`config.mk`:
```
export PLATFORM = sky130hd
export DESIGN_NAME = boxavg_ram
export DESIGN_NICKNAME = d
export VERILOG_FILES = /design/src/sv/boxavg_ram.sv
export SDC_FILE = /design/constraint.sdc
export NUM_CORES = 2
export LEC_CHECK = 0
export BUFFER_PORTS_ARGS = -buffer_cell sky130_fd_sc_hd__buf_2
export CORE_MARGIN = 5
export CORE_UTILIZATION = 40
export CTS_CLUSTER_DIAMETER = 60
export DETAILED_ROUTE_END_ITERATION = 8
export SYNTH_ARGS = -nofsm -noshare
export SYNTH_HDL_FRONTEND = slang
export SYNTH_MEMORY_MAX_BITS = 65536
export SYNTH_SLANG_ARGS = --single-unit
```
`constraint.sdc`:
```
create_clock -name clk -period 10.7 [get_ports clk]
set_input_delay 3.21 -clock clk [delete_from_list [all_inputs] [get_ports clk]]
set_output_delay 3.21 -clock clk [all_outputs]
set_load 0.05 [all_outputs]
```
`src/sv/boxavg_ram.sv`:
```
// ----------------------------------------------------------------------------
// Generic RAM
// Single write port, single read port, registered read with enable.
// ----------------------------------------------------------------------------
`default_nettype none

module boxavg_ram #(
	parameter int WIDTH = 48,
	parameter int DEPTH = 100
) (
	input  wire logic                                    clk,
	input  wire logic                                    we,
	input  wire logic [(DEPTH > 1 ? $clog2(DEPTH) : 1)-1:0] waddr,
	input  wire logic [WIDTH-1:0]                        wdata,
	input  wire logic                                    re,
	input  wire logic [(DEPTH > 1 ? $clog2(DEPTH) : 1)-1:0] raddr,
	output logic      [WIDTH-1:0]                        rdata
);

	logic [WIDTH-1:0] mem [DEPTH];

	always_ff @(posedge clk) begin
		if (we) begin
			mem[waddr] <= wdata;
		end
		if (re) begin
			rdata <= mem[raddr];
		end
	end

endmodule

`default_nettype wire

```
==> metrics.md <==
| Metric | Value |
|---|---|
| Status | `complete, but fails checks` |
| Failing checks | `max-capacitance violations` |
| Ports | `113` |
| Final Power | `38.91 mW` |
| Via Count | `90270` |
| Clock transition at path regs | `60 ps` |
| TNS Setup | `0 ps` |
| Hold/Removal Path Class | `reg -> reg` |
| # rows | `249` |
| CP delay by family, top | `buffers and inverters` |
| Post-synth top area share | `79.13%` |
| Mapped Cells | `7944` |
| Final Hold Viols | `0` |
| Global route overflow | `0` |
| Number of global-route vias before repair | `89410` |
| Vias per inst | `6.071` |
| Detailed Place HPWL | `284400 um` |
| Worst-path fanout max | `70` |
| Clock Path Buffers | `4` |
| # fillers | `37990` |
| Max VDD drop | `0.1505 mV` |
| Largest net degree at the start of global routing | `128` |
| Starting Density | `40.06%` |
| CTS tree | `built` |
| Number of distinct library cells after synthesis | `51` |
| Buffers on Ports | `112` |
| Core ar. | `459200 sq um` |
| Share of layout cells above drive strength 1 | `26.34%` |
| Final Skew | `76.92 ps` |
| Clock Latency Late Sink | `1050 ps` |
| Kind of critical path | `in -> reg` |
| Die Y | `688.2 um` |
| Total Wirelength | `528800 um` |
| Synthesized Nets | `8009` |
| Mapped Area | `184000 sq um` |
| Fmax | `155.1 MHz` |
| Initial DRT Pass Iterations | `6` |
| Post-synth top area cell | `edfxtp_1` |
| Crit path cell chain | `buf_8 > buf_4 > buf_4 > mux4_2 > o22ai_1 > nor2_1 > o21ai_0 > o211ai_1` |
| Reg2reg start | `mem[55][0]` |
| FF+latch count, synth | `4848` |
| Worst path required time | `11360 ps` |
| # Post-CTS Setup Buffers | `0` |
| Power Density | `187.2 nW/um^2` |
| Syn_area_per_cell | `23.16 sq um` |
| Crit path launch type | `primary input` |
| Slew headroom | `0.2331%` |
| Final #Nets | `8398` |
| Worst EP arrival | `7100 ps` |
| MaxCap Viol Count | `1` |
| Most numerous cell in the Yosys netlist | `edfxtp_1` |
| Die width | `688.2 um` |
| Die area | `473600 sq um` |
| Asr flop ratio synth | `0%` |
| TritonCTS buffer count | `465` |
| ANT nets after route | `0` |
| RSZ-0062 raised after global routing | `no` |
| CTS root buf | `clkbuf_16` |
| Tcrit/Tclk final | `60.27%` |
| Worst-margin pin slew | `1497 ps` |
| CP startpoint | `raddr[1]` |
| Max Transition Viols Final | `0` |
| Most frequent cells after synthesis | `edfxtp_1 (4848), mux4_2 (1154), mux2i_1 (226)` |
| HP Start | `mem[98][29]` |
| Post-CTS resize count | `0` |
| Sink Count | `4848` |
| Global placer's final weighted congestion | `0.8154` |
| # setup viols final | `0` |
| Critical path's largest stage delay | `730 ps` |
| Seq/Total Area, Yosys | `79.13%` |
| Dominant cells by area after synthesis | `edfxtp_1 (79%), mux4_2 (14%), mux2i_1 (1.2%), a22oi_1 (0.64%), o21ai_0 (0.40%)` |
| Crit. End Element | `flop` |
| Number of synthesized flops with an enable pin | `4848` |
| Leakage power | `63.54 nW` |
| H-tree Lvls | `5` |
| Slowest-stage cell, CP | `buf_4` |
| Wire per inst | `35.56 um` |
| Initial antenna violation count | `42` |
| Tmin final | `6449 ps` |
| Dominant synthesized flop cell | `edfxtp_1` |
| Area growth from synthesis to layout | `12.96%` |
| Drt first-iter violations | `13280` |
| First-pass GRT wire length | `731300 um` |
| Post-route DRC | `0` |
| Yosys warnings | `0` |
| Total track usage | `22.00%` |
| CTS Hold Buffers Added | `0` |
| WP buf/inv | `3` |
| Cell mode on critical path | `buf_4` |
[cell type report]
class | count | area (sq um) | share of cell area [%]
clock inverters | 273 | 2621 | 1.261
diodes | 15 | 37.54 | 0.01806
inverters | 3 | 16.27 | 0.007827
clock buffers | 566 | 12040 | 5.792
repair buffers | 373 | 2990 | 1.439
multi-input cells | 2642 | 36850 | 17.73
well taps | 6149 | 7694 | 3.702
flip-flops and latches | 4848 | 145600 | 70.05
[power by group]
part           internal, mW  switching (mW)  total (mW)
clock                  8.91            7.10        16.0
combinational         0.602            1.24        1.84
sequential             21.0          0.0541        21.1
total                  30.5            8.39        38.9
[cells in the final DEF, fill, tap and decap left out, types with 6 or more instances in the layout]
cell,netlist,final
a211oi_1,85,85
a21oi_1,87,87
a221o_1,9,9
a221oi_1,61,61
a22o_1,54,54
a22oi_1,158,158
buf_12,0,25
buf_2,139,58
buf_4,91,287
bufinv_16,0,38
clkbuf_1,166,100
clkbuf_16,0,466
clkinv_1,0,121
clkinv_16,0,10
clkinv_2,0,72
clkinvlp_4,0,9
diode_2,0,15
edfxtp_1,4848,4848
inv_6,0,8
mux2_2,15,15
mux2i_1,226,226
mux4_2,1154,1154
nand2_1,89,88
nand2b_1,13,10
nand3_1,38,38
nor2_1,189,86
nor2_4,0,99
nor2b_1,69,63
nor3b_1,9,9
nor4_1,45,44
nor4b_1,8,8
o211ai_1,15,15
o21ai_0,148,148
o221ai_1,12,12
o22a_1,9,9
o22ai_1,71,71
o31ai_1,6,6
o32a_1,8,8
or3b_2,7,7
[final timing paths]
check                           slack (ps)         to  depth (start not counted)
worst max-delay path                  4250  rdata[34]                          8
worst min-delay path                   850  rdata[29]                          3
worst max register to register        7890   rdata[0]                          5
worst min register to register         850  rdata[29]                          3
[flip-flops by register name (all words and copies together), names as in the netlist]
register / cells
mem: 4800
rdata: 48
[logic make-up after synthesis]
family | share of synthesized area (%)
simple gates | 1.315
mux | 15.45
buf+inv | 1.292
compound gates | 2.818
flops | 79.13
[worst min-delay path, cell delays in order (launching register included)]
cell      delay (ps)
edfxtp_1         310
mux4_2           230
o21ai_0           80
o211ai_1         150
[routing by layer]
layer	global-route usage (%)	share of wire (%)
met1	31.03	39
met2	34.80	47
met3	4.458	10
met4	6.733	3.3
met5	0	0.022
[per-stage QoR]
stage	setup slack [ps]	hold WS, ps	area (sq um)	cells	util [%]
6_report	4251	851.0	207800	14870	45.26
5_1_grt	4218	876.7	207800	14860	45.25
4_1_cts	4316	849.8	207800	14850	45.25
3_5_place_dp	3173	855.2	193100	14020	42.06
3_3_place_gp	3134	853.0	193100	14010	42.05
2_1_floorplan	3061	766.3	184000	7944	-
Note: power is estimated with default switching activity, not from simulation.
