<file path="config.mk">
export PLATFORM = sky130hd
export DESIGN_NAME = boxavg_fifo
export DESIGN_NICKNAME = d
export VERILOG_FILES = /design/src/sv/boxavg_fifo.sv
export SDC_FILE = /design/constraint.sdc
export NUM_CORES = 1
export LEC_CHECK = 0
export BUFFER_PORTS_ARGS = -buffer_cell sky130_fd_sc_hd__buf_2
export CAP_MARGIN = 20
export CELL_PAD_IN_SITES_DETAIL_PLACEMENT = 0
export CELL_PAD_IN_SITES_GLOBAL_PLACEMENT = 1
export CORE_UTILIZATION = 49
export CTS_CLUSTER_SIZE = 16
export DETAILED_ROUTE_END_ITERATION = 7
export GPL_TIMING_DRIVEN = 0
export PLACE_DENSITY_LB_ADDON = 0.05
export SLEW_MARGIN = 20
export SYNTH_ARGS = -nofsm -noshare
export SYNTH_HDL_FRONTEND = slang
export SYNTH_SLANG_ARGS = --single-unit
</file>
<file path="constraint.sdc">
create_clock -name clk -period 10.68 [get_ports clk]
set_input_delay 2.136 -clock clk [delete_from_list [all_inputs] [get_ports clk]]
set_output_delay 2.136 -clock clk [all_outputs]
set_load 0.01 [all_outputs]
</file>
<file path="src/sv/boxavg_fifo.sv">
// ----------------------------------------------------------------------------
// Result FIFO
// Small register FIFO that holds finished items while the receiver stalls.
// ----------------------------------------------------------------------------
`default_nettype none

module boxavg_fifo #(
	parameter int WIDTH = 104,
	parameter int DEPTH = 8
) (
	input  wire logic             clk,
	input  wire logic             arst_n,
	input  wire logic             push,
	input  wire logic [WIDTH-1:0] push_data,
	input  wire logic             pop,
	output logic                  out_valid,
	output logic      [WIDTH-1:0] out_data
);

	localparam int PTR_W = (DEPTH > 1) ? $clog2(DEPTH) : 1;
	localparam int CNT_W = $clog2(DEPTH + 1);

	logic [WIDTH-1:0] mem [DEPTH];
	logic [PTR_W-1:0] wr_q, rd_q;
	logic [CNT_W-1:0] cnt_q;
	logic             do_pop;

	assign out_valid = (cnt_q != '0);
	assign out_data  = mem[rd_q];
	assign do_pop    = pop && out_valid;

	always_ff @(posedge clk) begin
		if (push) begin
			mem[wr_q] <= push_data;
		end
	end

	always_ff @(posedge clk or negedge arst_n) begin
		if (!arst_n) begin
			wr_q  <= '0;
			rd_q  <= '0;
			cnt_q <= '0;
		end else begin
			if (push) begin
				wr_q <= (wr_q == PTR_W'(DEPTH - 1)) ? '0 : PTR_W'(wr_q + 1'b1);
			end
			if (do_pop) begin
				rd_q <= (rd_q == PTR_W'(DEPTH - 1)) ? '0 : PTR_W'(rd_q + 1'b1);
			end
			if (push && !do_pop) begin
				cnt_q <= CNT_W'(cnt_q + 1'b1);
			end else if (!push && do_pop) begin
				cnt_q <= CNT_W'(cnt_q - 1'b1);
			end
		end
	end

endmodule

`default_nettype wire

</file>
==> impl_metrics.yaml <==
power_and_ir_drop:
  power.leakage_nw: 12.4
  clock_power_share_pct: 27.4
  p_sw_share_pct: 29.0
  power_w: 0.0103
  power_frac_seq_pct: 40.8
  pwr_density_cell_nw_per_um2: 273
  internal_power_w: 0.00734
  peakVddDrop_mv: 0.162
  combPwrFrac_pct: 31.8
  p_switching_w: 0.00300
routing:
  num_vias: 14200
  wl_per_cell_um: 26.1
  routed_wl_mm: 66.8
  drc_errors: 0
  drt_iter0_markers: 1001
  drt_pass1_iterations: 4
  via_per_inst: 5.56
  ant_nets: 0
cells_and_area:
  layout_commonest_cell: "edfxtp_1"
  final_cell_mix: "edfxtp_1, buf_2, mux4_2"
  postLayoutCoreUtil_pct: 58.8
  diodes: 0
  synthToLayoutAreaGrowth_pct: 18.6
  drive_gt1_share_pct: 44.9
  final_nets: 1752
worst_setup_path:
  max_stage_delay_ns: 0.78
  slowest_stage: "clkbuf_1"
  cp.buffers_inverters: 4
  critPathKind: "reg2out"
  crit_required_ns: 8.54
  rr_startpoint: "cnt_q[0]"
  cp_top_family: "buffers and inverters"
  crit_path_start_kind: "register"
  crit_arrival_ns: 3.54
  critPathLaunch: "rd_q[1]"
  crit_fanout: 10
  cp_common_cell: "buf_2"
  crit_path_cell_trace: "buf_2 > clkbuf_1 > buf_2 > mux4_2 > mux2_2 > buf_2"
  cp-end-kind: "output pin"
timing:
  timing.fmax_mhz: 176
  rsz0062_at_grt: "no"
  max_slew_margin_pct: 34.9
  min_period_ns: 5.68
  setup_violations: 0
  maxSlewViolCount: 0
  hold_violations: 0
  worstMarginPinSlew_ns: 0.977
  skew_ns: 0.0111
  fin_crit_sh_pct: 53.2
  whs_ns: 0.565
  tns_ns: 0
clocking:
  cts.sinks: 842
  h-tree-depth: 3
  post_cts_resized: 0
  cts_buffers: 85
  cts_tree: "built"
  worstSkewPairLatency_ns: 0.62
  post-cts-setup-buffer-count: 0
  root_buffer: "clkbuf_16"
  clk_pin_slew_ns: 0.06
  clockBufferDepth: 3
  hold_buffers: 0
worst_hold_path:
  hp-start: "wr_q[2]"
  hold_path.class: "reg2reg"
grt:
  grt_usage_pct: 20.8
  grt_pass1_wl_mm: 99.2
  grt-ovfl-total: 0
  antenna_found_initial: 9
  grt_pass1_vias: 15300
  grt_max_degree: 21
logic_synthesis:
  synthFlopType: "edfxtp_1"
  synth-async-reset-ratio_pct: 1.19
  ys_ff_latch: 842
  synth_warnings: 0
  synth_area_um2: 31900
  synth_cells: 1268
  ys_seq_area_share_pct: 79.1
  synthesis.nets: 1384
  synth_edf_count: 832
  ys_types: 27
  avgSynthCellArea_um2: 25.2
job:
  maxCapViolations: 0
floorplanning:
  die_y_um: 257
  die_width_um: 257
  core_um2: 64300
  start_util_pct: 49.6
  num_rows: 93
  io_pins: 213
  die-area_um2: 66100
place:
  portBuffers: 212
  gp_congestion: 0.699
  hpwl_mm: 44.5
status:
  outcome: "complete, no violations"
==> path summary, 6_finish.rpt <==
kind,endpoint,slack (ns),cells after the start
worst max-delay path,out_data[103],5.00,6
worst min-delay path,wr_q[2],0.56,1
worst max register to register,cnt_q[3],7.76,7
worst min register to register,wr_q[2],0.56,1
max in group asynchronous,wr_q[1],9.07,1
min in group asynchronous,cnt_q[0],1.39,1
==> metrics by stage <==
| step | cells | setup WS, ns | instance area [um^2] |
|---|---|---|---|
| 6_report | 2555 | 5.00 | 37800 |
| 5_1_grt | 2555 | 4.89 | 37800 |
| 4_1_cts | 2555 | 4.86 | 37800 |
| 3_5_place_dp | 2404 | 5.55 | 35200 |
| 3_3_place_gp | 2335 | -7.51 | 34000 |
| 2_1_floorplan | 1268 | 0.725 | 31900 |
==> power by group through the flow <==
stage / sequential, W / clock (W) / combinational [W]
finish: 0.00422 / 0.00283 / 0.00328
global route: 0.00426 / 0.00302 / 0.00355
CTS: 0.00423 / 0.00291 / 0.00340
detailed placement: 0.00430 / 0 / 0.00339
global placement: 0.00448 / 0 / 0.00317
floorplan: 0.00435 / 0 / 0.00208
==> sequential cells by signal, summed over array words and instances (netlist names) <==
| register | flops |
|---|---|
| mem | 832 |
| cnt_q | 4 |
| wr_q | 3 |
| rd_q | 3 |
==> layer usage <==
layer / wire [um] / GRT usage, % / up-vias
met5: 88 / 0 / -
met1: 29000 / 28.7 / 7614
met3: 3540 / 4.60 / 80
met2: 33200 / 33.7 / 301
met4: 1020 / 5.59 / 14
li1: - / - / 6200
==> synthesized netlist by cell type, types with 3 or more instances <==
library cell | count | share of area (%)
mux2_2 | 108 | 3.8
buf_1 | 6 | 0.071
nand2b_1 | 3 | 0.059
mux4_2 | 208 | 15
dfrtp_1 | 10 | 0.78
nand2_1 | 6 | 0.071
o21ai_0 | 3 | 0.047
clkbuf_1 | 18 | 0.21
nor3_1 | 4 | 0.063
edfxtp_1 | 832 | 78
nor2_1 | 7 | 0.082
buf_6 | 22 | 0.78
ha_1 | 7 | 0.27
buf_2 | 14 | 0.22
==> kinds of logic (layout without fill, tap and decap cells) <==
kind of cell	Yosys count	in the layout	share of synthesized area (%)
DFF	842	842	79.1
muxes	317	317	18.5
buffers and inverters	62	494	1.30
and+or+nand+nor	27	27	0.420
AOI/OAI and AO/OA	10	10	0.235
adders and majority gates	8	8	0.337
xor gates and xnor gates	2	2	0.0549
==> layout make-up <==
cell class | count | area, um^2
inverters | 2 | 7.51
flip-flops and latches | 842 | 25200
well taps | 855 | 1070
clock buffers | 103 | 2240
multi-input cells | 364 | 6300
clock inverters | 48 | 403
plain buffers | 60 | 408
repair buffers | 281 | 2160
fillers | 4682 | 26500
Power figures use the tool's default switching activity.
