File: src/sv/boxavg_pkg.sv
// ----------------------------------------------------------------------------
// Boxcar average package
// Shared widths, register indexes and types for the three-axis boxcar unit.
// ----------------------------------------------------------------------------
`default_nettype none

package boxavg_pkg;

	localparam int WINDOW_DEF = 100;
	localparam int FIFO_DEPTH = 8;

	localparam int IN_W   = 96;
	localparam int OUT_W  = 104;
	localparam int ADDR_W = 4;

	localparam logic [1:0] REG_BIAS_EN = 2'd0;
	localparam logic [1:0] REG_BIAS_X  = 2'd1;
	localparam logic [1:0] REG_BIAS_Y  = 2'd2;
	localparam logic [1:0] REG_BIAS_Z  = 2'd3;

	typedef logic signed [15:0] s16_t;
	typedef logic signed [16:0] s17_t;

	typedef struct packed {
		logic        bias_enable;
		s16_t [2:0]  bias;
	} cfg_t;

	// Exact running-sum width for a window of w signed 16-bit samples.
	function automatic int sum_width(input int w);
		return 16 + $clog2(w);
	endfunction

endpackage

`default_nettype wire

File: src/sv/boxavg_regs.sv
// ----------------------------------------------------------------------------
// Configuration registers
// APB-style register file: bias enable and three gyro bias offsets.
// ----------------------------------------------------------------------------
`default_nettype none

module boxavg_regs import boxavg_pkg::*; (
	input  wire logic              clk,
	input  wire logic              arst_n,
	input  wire logic              psel,
	input  wire logic              penable,
	input  wire logic              pwrite,
	input  wire logic [ADDR_W-1:0] paddr,
	input  wire logic [31:0]       pwdata,
	output logic      [31:0]       prdata,
	output logic                   pready,
	output cfg_t                   cfg
);

	logic [1:0] idx;
	logic       wr_en;

	assign idx    = paddr[ADDR_W-1:2];
	assign pready = 1'b1;
	assign wr_en  = psel && penable && pwrite;

	always_ff @(posedge clk or negedge arst_n) begin
		if (!arst_n) begin
			cfg.bias_enable <= 1'b1;
			cfg.bias        <= '0;
		end else if (wr_en) begin
			case (idx)
				REG_BIAS_EN: cfg.bias_enable <= pwdata[0];
				REG_BIAS_X:  cfg.bias[0]     <= pwdata[15:0];
				REG_BIAS_Y:  cfg.bias[1]     <= pwdata[15:0];
				REG_BIAS_Z:  cfg.bias[2]     <= pwdata[15:0];
				default: ;
			endcase
		end
	end

	always_comb begin
		case (idx)
			REG_BIAS_EN: prdata = {31'd0, cfg.bias_enable};
			REG_BIAS_X:  prdata = 32'(signed'(cfg.bias[0]));
			REG_BIAS_Y:  prdata = 32'(signed'(cfg.bias[1]));
			REG_BIAS_Z:  prdata = 32'(signed'(cfg.bias[2]));
			default:     prdata = '0;
		endcase
	end

endmodule

`default_nettype wire

File: config.mk
export PLATFORM = sky130hd
export DESIGN_NAME = boxavg_regs
export DESIGN_NICKNAME = d
export VERILOG_FILES = /design/src/sv/boxavg_pkg.sv /design/src/sv/boxavg_regs.sv
export SDC_FILE = /design/constraint.sdc
export NUM_CORES = 1
export LEC_CHECK = 0
export BUFFER_PORTS_ARGS = -buffer_cell sky130_fd_sc_hd__buf_2
export CORE_MARGIN = 3
export CORE_UTILIZATION = 46
export DETAILED_ROUTE_END_ITERATION = 10
export GPL_TIMING_DRIVEN = 0
export MAX_ROUTING_LAYER = met4
export PLACE_DENSITY = 0.81
export SLEW_MARGIN = 20
export SYNTH_ARGS = -nofsm -noshare
export SYNTH_HDL_FRONTEND = slang
export SYNTH_SLANG_ARGS = --single-unit
File: constraint.sdc
create_clock -name clk -period 1.7 [get_ports clk]
set_input_delay 0.17 -clock clk [delete_from_list [all_inputs] [get_ports clk]]
set_output_delay 0.17 -clock clk [all_outputs]
set_load 0.05 [all_outputs]
==> reports/summary.txt <==
Status - finished, violations left
Top-count cell post-synth - dfrtp_1
Placed inst area - 3050 um2
Clk network pwr share - 0.177
Wire length per cell - 17.5 um
Die area - 6230 um2
Register bank with the most flops - cfg
Chip Height - 78.9 um
Clk slew on worst S/H paths - 0.10 ns
Initial core utilization - 0.495
Grt ovf - 0
Post-Synthesis Cells - 164
Total wire length - 6.10 mm
Clock Latency Late Sink - 0.30 ns
Reg-to-reg endpoint - cfg[47]
IO Count - 123
Post-synth top area share - 0.491
Htree depth - 2
Sequential cell area - 1230 um2
Worst setup EP type - output port
Finished Cell Area - 3450 um2
Critical path fanouts, max - 8
Number of synthesized register bits - 49
CP startpoint - cfg[47]
Synthesized net count - 205
Int Pwr - 3030 uW
Violated checks - setup timing
Final Max Tran Viols - 0
Met2 wire len - 3.15 mm
Worst-case headroom to the max-slew limit - 0.591
Register-to-Register Setup Slack - 0.68 ns
Pwr Total - 5640 uW
TritonCTS Buffers - 5
Gr usage total - 0.212
Hold Path Class - input pin to flop
Port bufs - 103
Mapped Avg Cell Area - 14.9 um2
Pleak - 0.00177 uW
DR pass1 iterations - 4
Met3 Routed Length - 328 um
Sw Pwr - 2610 uW
Cell depth of the worst flop-to-flop path - 3
Number of flops mapped to enable cells by yosys - 0
Largest net degree at the start of global routing - 50
Wl on met1 - 2.55 mm
PD cells - 1640 nW/um2
Area grow syn2layout - 40.9%
Reg-to-reg startpoint - cfg[47]
Final Wtd Congestion - 0.751
Setup Skew - 0 ns
Switching share of power - 0.463
Top cells by count, synth - dfrtp_1, mux2_2, mux2_4
Final WS setup - -0.0173 ns
Sequential share of power - 0.294
Sequential fraction of the synthesis area - 0.502
Global-route wire length before repair - 9.92 mm
Iteration-0 DRC count of the detailed router - 97
Comb pwr share - 0.529
Ys flop type - dfrtp_1
Root Buffer - clkbuf_8
Yosys top cell by area - dfrtp_1
Max layer used - met4
Synth area leaders - dfrtp_1, mux2_2, mux2_4, buf_4, a22o_1
Max Cap Viol - 0
RSZ-0062 raised after global routing - true
Max reg flops - 49
Synthesized area - 2450 um2
Final setup fails - 6
Diode count - 0
Critical path data arrival time - 1.55 ns
Post-synth ARST share - 1.00
Layout cells sized above 1 - 0.758
Worst slew pin tran - 0.614 ns
Nets@finish - 321
Die X - 78.9 um
Worst IR Drop VDD - 0.000860 V
Area occupied by multi-input gates - 1050 um2
Worst setup path endpoint - prdata[24]
Vias per cell - 5.14
Synth warn - 0
Fill cell count - 374
DP HPWL - 4.12 mm
Vias in the first global route - 1911
Hold WS - 0.116 ns
Bufs on Longest Clock Path - 2
Core ar. - 4940 um2
Worst Setup Start Kind - flop
Final antenna-violating net count - 0
Tmin final - 1.72 ns
# rows - 25
Critical path class - flop to output port
DR DRC count - 0
Peak Freq - 582 MHz
Top flop regs - cfg: 49 flops
Clk sinks - 49
Final hold violation count - 0
Netlist cell types - 19
Routed vias - 1789
Setup TNS - -0.0785 ns
CTS tree - built
Final Cycle Share - 1.01
Pre-CTS setup slack - -0.000150 ns
Initial antenna violation count - 0
CP required - 1.53 ns
## area by class of cell
class,instances,share of cell area
Multi-Input combinational cell,89,0.304
Sequential cell,49,0.356
Timing Repair Buffer,107,0.200
Clock inverter,3,0.0200
Tap cell,67,0.0243
Buffer,28,0.0755
Clock buffer,5,0.0200
## cell families (layout without fill, tap and decap cells)
family	after synthesis	count (layout)	synth area share
AOI/OAI and AO/OA	15	17	0.0537
other	1	1	0.00153
muxes	65	65	0.335
DFF	49	49	0.502
and+or+nand+nor	6	6	0.0194
buffers and inverters	28	143	0.0890
## cells in the final DEF (no fill, tap or decap), drive strengths merged
master and n:
and3 1, nor3b 1, conb 1, dfrtp 48
buf 132, nand3 1, and2 1, dfstp 1
mux2 64, bufinv 2, inv 1, dlygate4sd3 1
mux4 1, a22o 17, nor2b 1, clkbuf 7
and3b 1
## timing repair
action / CTS / global route
pin swaps: 2 / 2
cloned: 2 / 0
hold endpoints to repair: 0 / 48
buffers inserted: 3 / 0
gates resized for setup: 42 / 17
endpoints found under the setup margin: 19 / 27
hold buffers: 0 / 1
## routing by layer
layer | up-vias | GRT usage
met4 | 0 | 0.0601
li1 | 814 | -
met3 | 7 | 0.0397
met1 | 904 | 0.256
met2 | 64 | 0.368
met5 | - | -
## power groups by stage
stage	logic, uW	clock network [uW]	registers [uW]
after global placement	2690	0	1660
after floorplan	1200	0	2610
final	2980	995	1660
after CTS	2930	1010	1660
after detailed placement	2730	0	1680
after global routing	3100	1070	1700
## worst max-delay path, stage by stage (launching register included)
cell and delay (ns):
dfrtp_1 0.39, mux2_4 0.30, a22o_4 0.27, buf_4 0.15, buf_6 0.14
## metrics by stage
step	instances	util
5_1_grt	348	0.697
2_1_floorplan	164	-
6_report	348	0.697
4_1_cts	347	0.684
3_3_place_gp	334	0.618
3_5_place_dp	334	0.618
## how the worst min path moves through the flow
stage / from / slack [ns] / to / depth (start not counted)
after global placement: arst_n / 0.41 / cfg[44] / 1
final: pwdata[6] / 0.12 / cfg[22] / 2
after CTS: arst_n / 0.09 / cfg[27] / 1
after floorplan: arst_n / -0.13 / cfg[0] / 0
after global routing: pwdata[13] / 0.10 / cfg[29] / 2
after detailed placement: arst_n / 0.42 / cfg[28] / 1
(Power assumes the default switching activity.)
