$ cat src/sv/boxavg_pkg.sv
// ----------------------------------------------------------------------------
// Boxcar average package
// Shared widths, register indexes and types for the three-axis boxcar unit.
// ----------------------------------------------------------------------------
`default_nettype none

package boxavg_pkg;

	localparam int WINDOW_DEF = 100;
	localparam int FIFO_DEPTH = 8;

	localparam int IN_W   = 96;
	localparam int OUT_W  = 104;
	localparam int ADDR_W = 4;

	localparam logic [1:0] REG_BIAS_EN = 2'd0;
	localparam logic [1:0] REG_BIAS_X  = 2'd1;
	localparam logic [1:0] REG_BIAS_Y  = 2'd2;
	localparam logic [1:0] REG_BIAS_Z  = 2'd3;

	typedef logic signed [15:0] s16_t;
	typedef logic signed [16:0] s17_t;

	typedef struct packed {
		logic        bias_enable;
		s16_t [2:0]  bias;
	} cfg_t;

	// Exact running-sum width for a window of w signed 16-bit samples.
	function automatic int sum_width(input int w);
		return 16 + $clog2(w);
	endfunction

endpackage

`default_nettype wire

$ cat src/sv/boxavg_div.sv
// ----------------------------------------------------------------------------
// Window divider
// Three-stage signed divide by the window length, truncated toward zero,
// by reciprocal multiply with one remainder correction.
// ----------------------------------------------------------------------------
`default_nettype none

module boxavg_div import boxavg_pkg::*; #(
	parameter int WINDOW = WINDOW_DEF
) (
	input  wire logic                                 clk,
	input  wire logic signed [sum_width(WINDOW)-1:0]  sum,
	output s16_t                                      avg
);

	localparam int SUM_W = sum_width(WINDOW);
	localparam int MAG_W = SUM_W;
	localparam int K     = SUM_W;
	localparam int M_W   = SUM_W + 1;
	localparam int P_W   = MAG_W + M_W;
	localparam logic [M_W-1:0]   RECIP = M_W'((64'd1 << K) / WINDOW);
	localparam logic [MAG_W-1:0] WIN_C = MAG_W'(WINDOW);

	logic             neg_s1, neg_s2;
	logic [MAG_W-1:0] mag_s1, mag_s2;
	logic [P_W-1:0]   prod_s2;
	logic [MAG_W-1:0] q0, qw, rem, q;
	logic [15:0]      q16;

	always_ff @(posedge clk) begin
		neg_s1  <= sum[SUM_W-1];
		mag_s1  <= sum[SUM_W-1] ? MAG_W'(-sum) : MAG_W'(sum);
		neg_s2  <= neg_s1;
		mag_s2  <= mag_s1;
		prod_s2 <= P_W'(mag_s1) * P_W'(RECIP);
	end

	// Estimate is low by at most one; fix it from the remainder.
	always_comb begin
		q0  = prod_s2[K +: MAG_W];
		qw  = q0 * WIN_C;
		rem = mag_s2 - qw;
		q   = (rem >= WIN_C) ? MAG_W'(q0 + 1'b1) : q0;
		q16 = q[15:0];
	end

	always_ff @(posedge clk) begin
		avg <= neg_s2 ? s16_t'(-q16) : s16_t'(q16);
	end

endmodule

`default_nettype wire

$ cat config.mk
export PLATFORM = sky130hd
export DESIGN_NAME = boxavg_div
export DESIGN_NICKNAME = d
export VERILOG_FILES = /design/src/sv/boxavg_pkg.sv /design/src/sv/boxavg_div.sv
export SDC_FILE = /design/constraint.sdc
export NUM_CORES = 1
export LEC_CHECK = 0
export BUFFER_PORTS_ARGS = -buffer_cell sky130_fd_sc_hd__buf_4
export CAP_MARGIN = 0
export CORE_ASPECT_RATIO = 1.2
export CORE_MARGIN = 3
export CORE_UTILIZATION = 47
export CTS_CLUSTER_DIAMETER = 100
export DETAILED_ROUTE_END_ITERATION = 6
export PLACE_DENSITY_LB_ADDON = 0.25
export SETUP_SLACK_MARGIN = 0.4
export SYNTH_ARGS = -nofsm -noshare
export SYNTH_HDL_FRONTEND = slang
export SYNTH_SLANG_ARGS = --single-unit
$ cat constraint.sdc
create_clock -name clk -period 7.5 [get_ports clk]
set_input_delay 0.75 -clock clk [delete_from_list [all_inputs] [get_ports clk]]
set_output_delay 0.75 -clock clk [all_outputs]
set_load 0.05 [all_outputs]
==> results of run 1 <==
==> state kept, by name, indices dropped and copies added (netlist names) <==
signal   flops
mag_s2      21
prod_s2     17
mag_s1      23
neg_s2       1
avg         16
neg_s1       1
==> layer usage <==
| metal | vias to the layer above | share of wire (%) | track usage [%] |
|---|---|---|---|
| met2 | 146 | 52 | 37.6 |
| met5 | - | 0 | 0 |
| met3 | 38 | 2.7 | 2.36 |
| met4 | 0 | 3.1 | 6.43 |
| li1 | 4196 | - | - |
| met1 | 4233 | 42 | 25.0 |
==> per-stage QoR <==
stage / instances / util [%] / cell area [um^2] / setup slack, ns
final: 1595 / 52.2 / 13400 / 0.847
after global routing: 1595 / 52.2 / 13400 / 0.370
after CTS: 1595 / 52.0 / 13300 / 0.409
after detailed placement: 1581 / 50.8 / 13000 / 0.452
after global placement: 1581 / 50.8 / 13000 / 0.524
after floorplan: 1214 / - / 12300 / 1.17
==> logic make-up after synthesis <==
family	Yosys count	share of synthesized area [%]
AND/OR/NAND/NOR	186	7.85
XOR/XNOR	91	6.60
flip-flops	79	12.8
buffers and inverters	224	7.15
multiplexers	7	0.569
adder cells (fa/ha/maj)	424	53.3
AO/OA/AOI/OAI	203	11.6
==> timing repair <==
item | CTS | global route
gates resized for setup | 0 | 16
endpoints found under the setup margin | 0 | 15
hold endpoints to repair | 0 | 0
==> cell type report <==
cell class | instances | area (um^2)
tap | 330 | 413
timing repair buffer | 55 | 413
sequential | 79 | 1590
clock inverter | 4 | 72.6
inverter | 206 | 773
multi-input combinational | 911 | 9890
fill | 2326 | 12200
clock buffer | 10 | 229
==> cell usage after synthesis (3+ instances only) <==
cell / n
a41oi_1: 3
nand3b_1: 4
a211o_1: 4
xor2_1: 22
o21a_1: 7
inv_1: 206
buf_6: 4
o22ai_1: 3
o21ai_0: 43
xnor2_1: 67
ha_1: 256
fa_1: 168
buf_2: 4
o21bai_1: 6
o41ai_1: 5
dfxtp_1: 79
mux2i_1: 7
nand4_1: 9
o211ai_1: 6
or2_2: 4
nor2_1: 40
and2_1: 5
and3_1: 7
nand2_1: 46
or4_1: 5
and4_1: 3
o31ai_1: 13
nor4_1: 3
o21ai_1: 3
nor3_1: 6
nor2b_1: 10
a21o_1: 24
a22o_1: 3
a21oi_1: 45
nand3_1: 21
clkbuf_1: 8
a21boi_0: 4
a211oi_1: 5
or3_1: 3
nand2b_1: 9
==> worst paths after layout <==
path	startpoint	endpoint	cells past startpoint
max	mag_s1[4]	prod_s2[39]	21
min	neg_s1	neg_s2	0
max reg2reg	mag_s1[4]	prod_s2[39]	21
min reg2reg	neg_s1	neg_s2	0
==> critical path: cells and delay by family, from the launching register on <==
family / cells / cell delay (ns)
compound gates: 11 / 2.70
buf+inv: 2 / 0.15
fa+ha+maj: 7 / 2.93
xor+xnor: 1 / 0.15
flops: 1 / 0.63
==> metrics.md, run 1 <==
| Metric | Value |
|---|---|
| Tot GR Track Use | 20.4% |
| Register area share after synthesis | 12.8% |
| Clock Latency Late Sink | 0.35 ns |
| H-Tree Depth | 3 |
| GRT Residual Overflow | 0 |
| CP cell instances | ha_1 -> fa_1 -> fa_1 -> inv_1 -> fa_1 -> inv_1 -> fa_1 -> fa_1 -> ha_1 -> a21o_1 -> a21o_1 -> a21o_1 -> a21oi_1 -> o221ai_1 -> a211oi_1 -> o31ai_1 -> a41oi_1 -> a21boi_0 -> o41ai_1 -> o21bai_1 -> xnor2_1 |
| FMAX | 150 MHz |
| Commonest non-fill, non-tap cell in the layout | ha_1 |
| Syn_area_per_cell | 10.1 um^2 |
| Vias per inst | 5.40 |
| Vias in the first global route | 9178 |
| Dpl hpwl | 23500 um |
| Outcome | completed |
| Initial core utilization | 48.0% |
| RSZ-0062 raised after global routing | false |
| CTS Buffer Depth | 2 |
| Synth Flop Type | dfxtp_1 |
| Core Area | 25600 um^2 |
| Post-synthesis cell area | 12300 um^2 |
| Antenna diodes | 0 |
| Ys Warns | 0 |
| Hold Buf Count CTS | 0 |
| Syn nets | 1662 |
| Nets | 1710 |
| Setup Viol. Count Final | 0 |
| Clk slew on worst S/H paths | 0.06 ns |
| Detailed Route WL | 27400 um |
| DRC errors left | 0 |
| TritonCTS clock tree | built |
| CP max FO | 9 |
| Clk_skew | 0.0129 ns |
| First-pass GRT wire length | 46000 um |
| Root buf cell | clkbuf_16 |
| Die Wd | 154 um |
| I/O Buffers | 39 |
| Die area | 28200 um^2 |
| Slowest CP cell | dfxtp_1 |
| Final min period | 6.65 ns |
| DRT Pass-1 Iters | 5 |
| Slew headroom | 60.2% |
| Die height | 183 um |
| Detailed-route via count | 8613 |
| Initial antenna violation count | 0 |
| Largest net degree at the start of global routing | 25 |
| Synth area leaders | fa_1 27%, ha_1 26%, dfxtp_1 13% |
| Crit path kind | reg2reg |
| Worst Hold Class | reg2reg |
| Crit share post-route | 88.7% |
| Most common cell on crit path | fa_1 |
| Worst Path Arrival | 6.88 ns |
| CTS buffer count | 9 |
| Largest area contributor in the netlist | fa_1 |
| Mapped Cells | 1214 |
| Max-slew violations | 0 |
| Row cnt | 64 |
| DRT iter0 DRCs | 377 |
| Hold WS | 0.397 ns |
| WL/cell | 17.2 um |
| Share of cells above drive strength 1 | 8.14% |
| CP Capture Type | flip-flop |
| Crit start category | flip-flop |
| Most frequent cells in the layout | 255 x ha_1, 206 x inv_1, 168 x fa_1 |
| GPL Wtd Cong | 0.943 |
| FFs w/ async S/R, synth | 0% |
| I/O Pins | 40 |
| P&R area growth vs syn | 8.71% |
| Yosys cell types | 75 |
| CTS sink cnt | 79 |
| Max Cap Viol | 0 |
| Crit path required time | 7.72 ns |
| Setup TNS | 0 ns |
| Final hold vios | 0 |
| Slew of the pin with the lowest slew margin | 0.596 ns |
| Post-route ant nets | 0 |
| Post-synth top area share | 27.3% |
| Seq cells post-synth | 79 |
| Slowest cell delay on critical path | 0.63 ns |
| Post-synth EDFFs | 0 |
| Post-CTS Setup Bufs | 0 |
| R2R Setup Slk | 0.85 ns |
Power of run 1 is left out: the tool's default activity adds up to more than one toggle a clock period on the data nets, which glitch-free logic cannot reach.
==> inputs of run 2 (changes only) <==
--- a/config.mk
+++ b/config.mk
@@ -7,9 +7,11 @@
 export LEC_CHECK = 0
 export BUFFER_PORTS_ARGS = -buffer_cell sky130_fd_sc_hd__buf_4
 export CAP_MARGIN = 0
+export CELL_PAD_IN_SITES_DETAIL_PLACEMENT = 0
+export CELL_PAD_IN_SITES_GLOBAL_PLACEMENT = 1
 export CORE_ASPECT_RATIO = 1.2
 export CORE_MARGIN = 3
-export CORE_UTILIZATION = 47
+export CORE_UTILIZATION = 39
 export CTS_CLUSTER_DIAMETER = 100
 export DETAILED_ROUTE_END_ITERATION = 6
 export PLACE_DENSITY_LB_ADDON = 0.25
==> run 2 against run 1 <==
  * Count of clock-buffer cells in the layout shrank 1
  * Design area grew 1.2%
  * Non-clock buffer count grew 5
  * First-iteration DRC count shrank 4.5%
  * Global-route usage shrank 3.0 points
  * Die area grew 20%
  * Register-to-register slack lost 0.07 ns
  * Worst hold slack lost 0.0070 ns
  * Critical path depth grew 1
  * Maximum frequency shrank 0.97%
  * Sequential cell count is the same
  * Critical path type unchanged
  * Largest cell class unchanged
==> metrics.md, run 2 (synthesis results as in run 1) <==
| Metric | Value |
|---|---|
| Final hold vios | 0 |
| Worst Hold Class | reg2reg |
| Slew of the pin with the lowest slew margin | 0.607 ns |
| Worst Hold Path EP | neg_s2 |
| RSZ-0062 raised after global routing | true |
| Setup Viol. Count Final | 0 |
| Clk slew on worst S/H paths | 0.07 ns |
| Vias per inst | 5.10 |
| CP max FO | 8 |
| Slew headroom | 59.5% |
| Root buf cell | clkbuf_16 |
| Outcome | completed |
| Design area | 13500 um^2 |
| Initial antenna violation count | 0 |
| CP Capture Type | flip-flop |
| DRC errors left | 0 |
| Crit path kind | reg2reg |
| Fin util | 43.9% |
| Tot GR Track Use | 17.4% |
| Die area | 33700 um^2 |
| Crit path required time | 7.74 ns |
| Setup Slack @ Placement | 0.341 ns |
| Worst r2r path cells | 22 |
| Final min period | 6.72 ns |
| Crit start category | flip-flop |
| Multi-input gate area | 9920 um^2 |
| Hold Path Depth | 0 |
| Row cnt | 70 |
| Reg2reg end | prod_s2[39] |
| H-Tree Depth | 3 |
| Most frequent cells in the layout | 254 x ha_1, 206 x inv_1, 168 x fa_1 |
| Setup TNS | 0 ns |
| Core Area | 30800 um^2 |
| Die height | 201 um |
| Dpl cell area | 13100 um^2 |
| Top Registers | mag_s1 (23), mag_s2 (21), prod_s2 (17) |
| Nets | 1715 |
| I/O Pins | 40 |
| GRT Residual Overflow | 0 |
| R2r startpoint | mag_s1[2] |
| Post-CTS Setup Bufs | 0 |
| CTS sink cnt | 79 |
| Worst Path Arrival | 6.96 ns |
| Clock Latency Late Sink | 0.35 ns |
| Sequential cell area | 1590 um^2 |
| Largest net degree at the start of global routing | 25 |
| Crit share post-route | 89.6% |
| CTS buffer count | 9 |
| GPL Wtd Cong | 0.868 |
| Hold Buf Count CTS | 0 |
| Dpl hpwl | 23800 um |
| Max-slew violations | 0 |
| Vias in the first global route | 9369 |
| Initial core utilization | 39.9% |
| First-pass GRT wire length | 47400 um |
| Critical hold path startpoint | neg_s1 |
| Detailed Route WL | 27800 um |
| DRT Pass-1 Iters | 6 |
| FILL cells | 3046 |
| CTS Buffer Depth | 2 |
| FMAX | 149 MHz |
| Share of cells above drive strength 1 | 9.12% |
| Top reg by flops | mag_s1 |
| I/O Buffers | 39 |
| Post-route ant nets | 0 |
| Clk_skew | 0.0147 ns |
| WL/cell | 16.7 um |
| P&R area growth vs syn | 10.1% |
| Max FFs per register | 23 |
| Die Wd | 168 um |
| Detailed-route via count | 8504 |
| TritonCTS clock tree | built |
| Max Cap Viol | 0 |
| Antenna diodes | 0 |
| Commonest non-fill, non-tap cell in the layout | ha_1 |
| DRT iter0 DRCs | 360 |
| R2R Setup Slk | 0.78 ns |
| Worst Setup Slack, final | 0.782 ns |
[run 2: metal layers]
metal / up-vias / global-route usage [%] / part of all wire [%] / wire [um]
met1: 4155 / 21.8 / 44 / 12200
met4: 0 / 4.65 / 2.2 / 598
met3: 30 / 1.79 / 2.0 / 555
met5: - / 0 / 0 / 0
li1: 4211 / - / - / -
met2: 108 / 31.9 / 52 / 14400
[run 2: timing repair]
action	CTS	global route
gates cloned	0	0
pin swaps	0	0
setup endpoints to repair	7	17
resized for setup	1	21
[run 2: worst max-delay path: stages (launching register included)]
cell and delay, ns:
dfxtp_1 0.57, inv_1 0.16, fa_1 0.53, inv_1 0.04, ha_1 0.20, fa_1 0.49
ha_1 0.34, fa_1 0.51, fa_1 0.49, ha_1 0.32, a21o_1 0.18, a21o_1 0.17
a21o_1 0.17, a21oi_1 0.20, o221ai_1 0.30, a211oi_2 0.37, o31ai_1 0.21, a41oi_1 0.31
a21boi_0 0.20, o41ai_1 0.46, buf_4 0.21, o21bai_1 0.07, xnor2_1 0.13
[run 2: layout make-up]
class | count | area share [%]
Clock inverter | 7 | 0.702
Tap cell | 396 | 3.66
Multi-Input combinational cell | 911 | 73.2
Inverter | 206 | 5.71
Sequential cell | 79 | 11.7
Timing Repair Buffer | 60 | 3.33
Clock buffer | 9 | 1.66
[run 2: through the flow]
step / instances / hold slack (ns)
2_1_floorplan: 1214 / 0.310
3_3_place_gp: 1652 / 0.389
3_5_place_dp: 1652 / 0.377
4_1_cts: 1668 / 0.387
5_1_grt: 1668 / 0.398
6_report: 1668 / 0.390
[run 2: how the worst max path moves through the flow]
| stage | startpoint | depth (start not counted) | to |
|---|---|---|---|
| after detailed placement | prod_s2[26] | 30 | avg[14] |
| final | mag_s1[2] | 22 | prod_s2[39] |
| after global routing | prod_s2[26] | 29 | avg[14] |
| after global placement | prod_s2[26] | 30 | avg[14] |
| after floorplan | prod_s2[25] | 29 | avg[14] |
| after CTS | prod_s2[26] | 28 | avg[14] |
Power of run 2 is left out for the same reason.
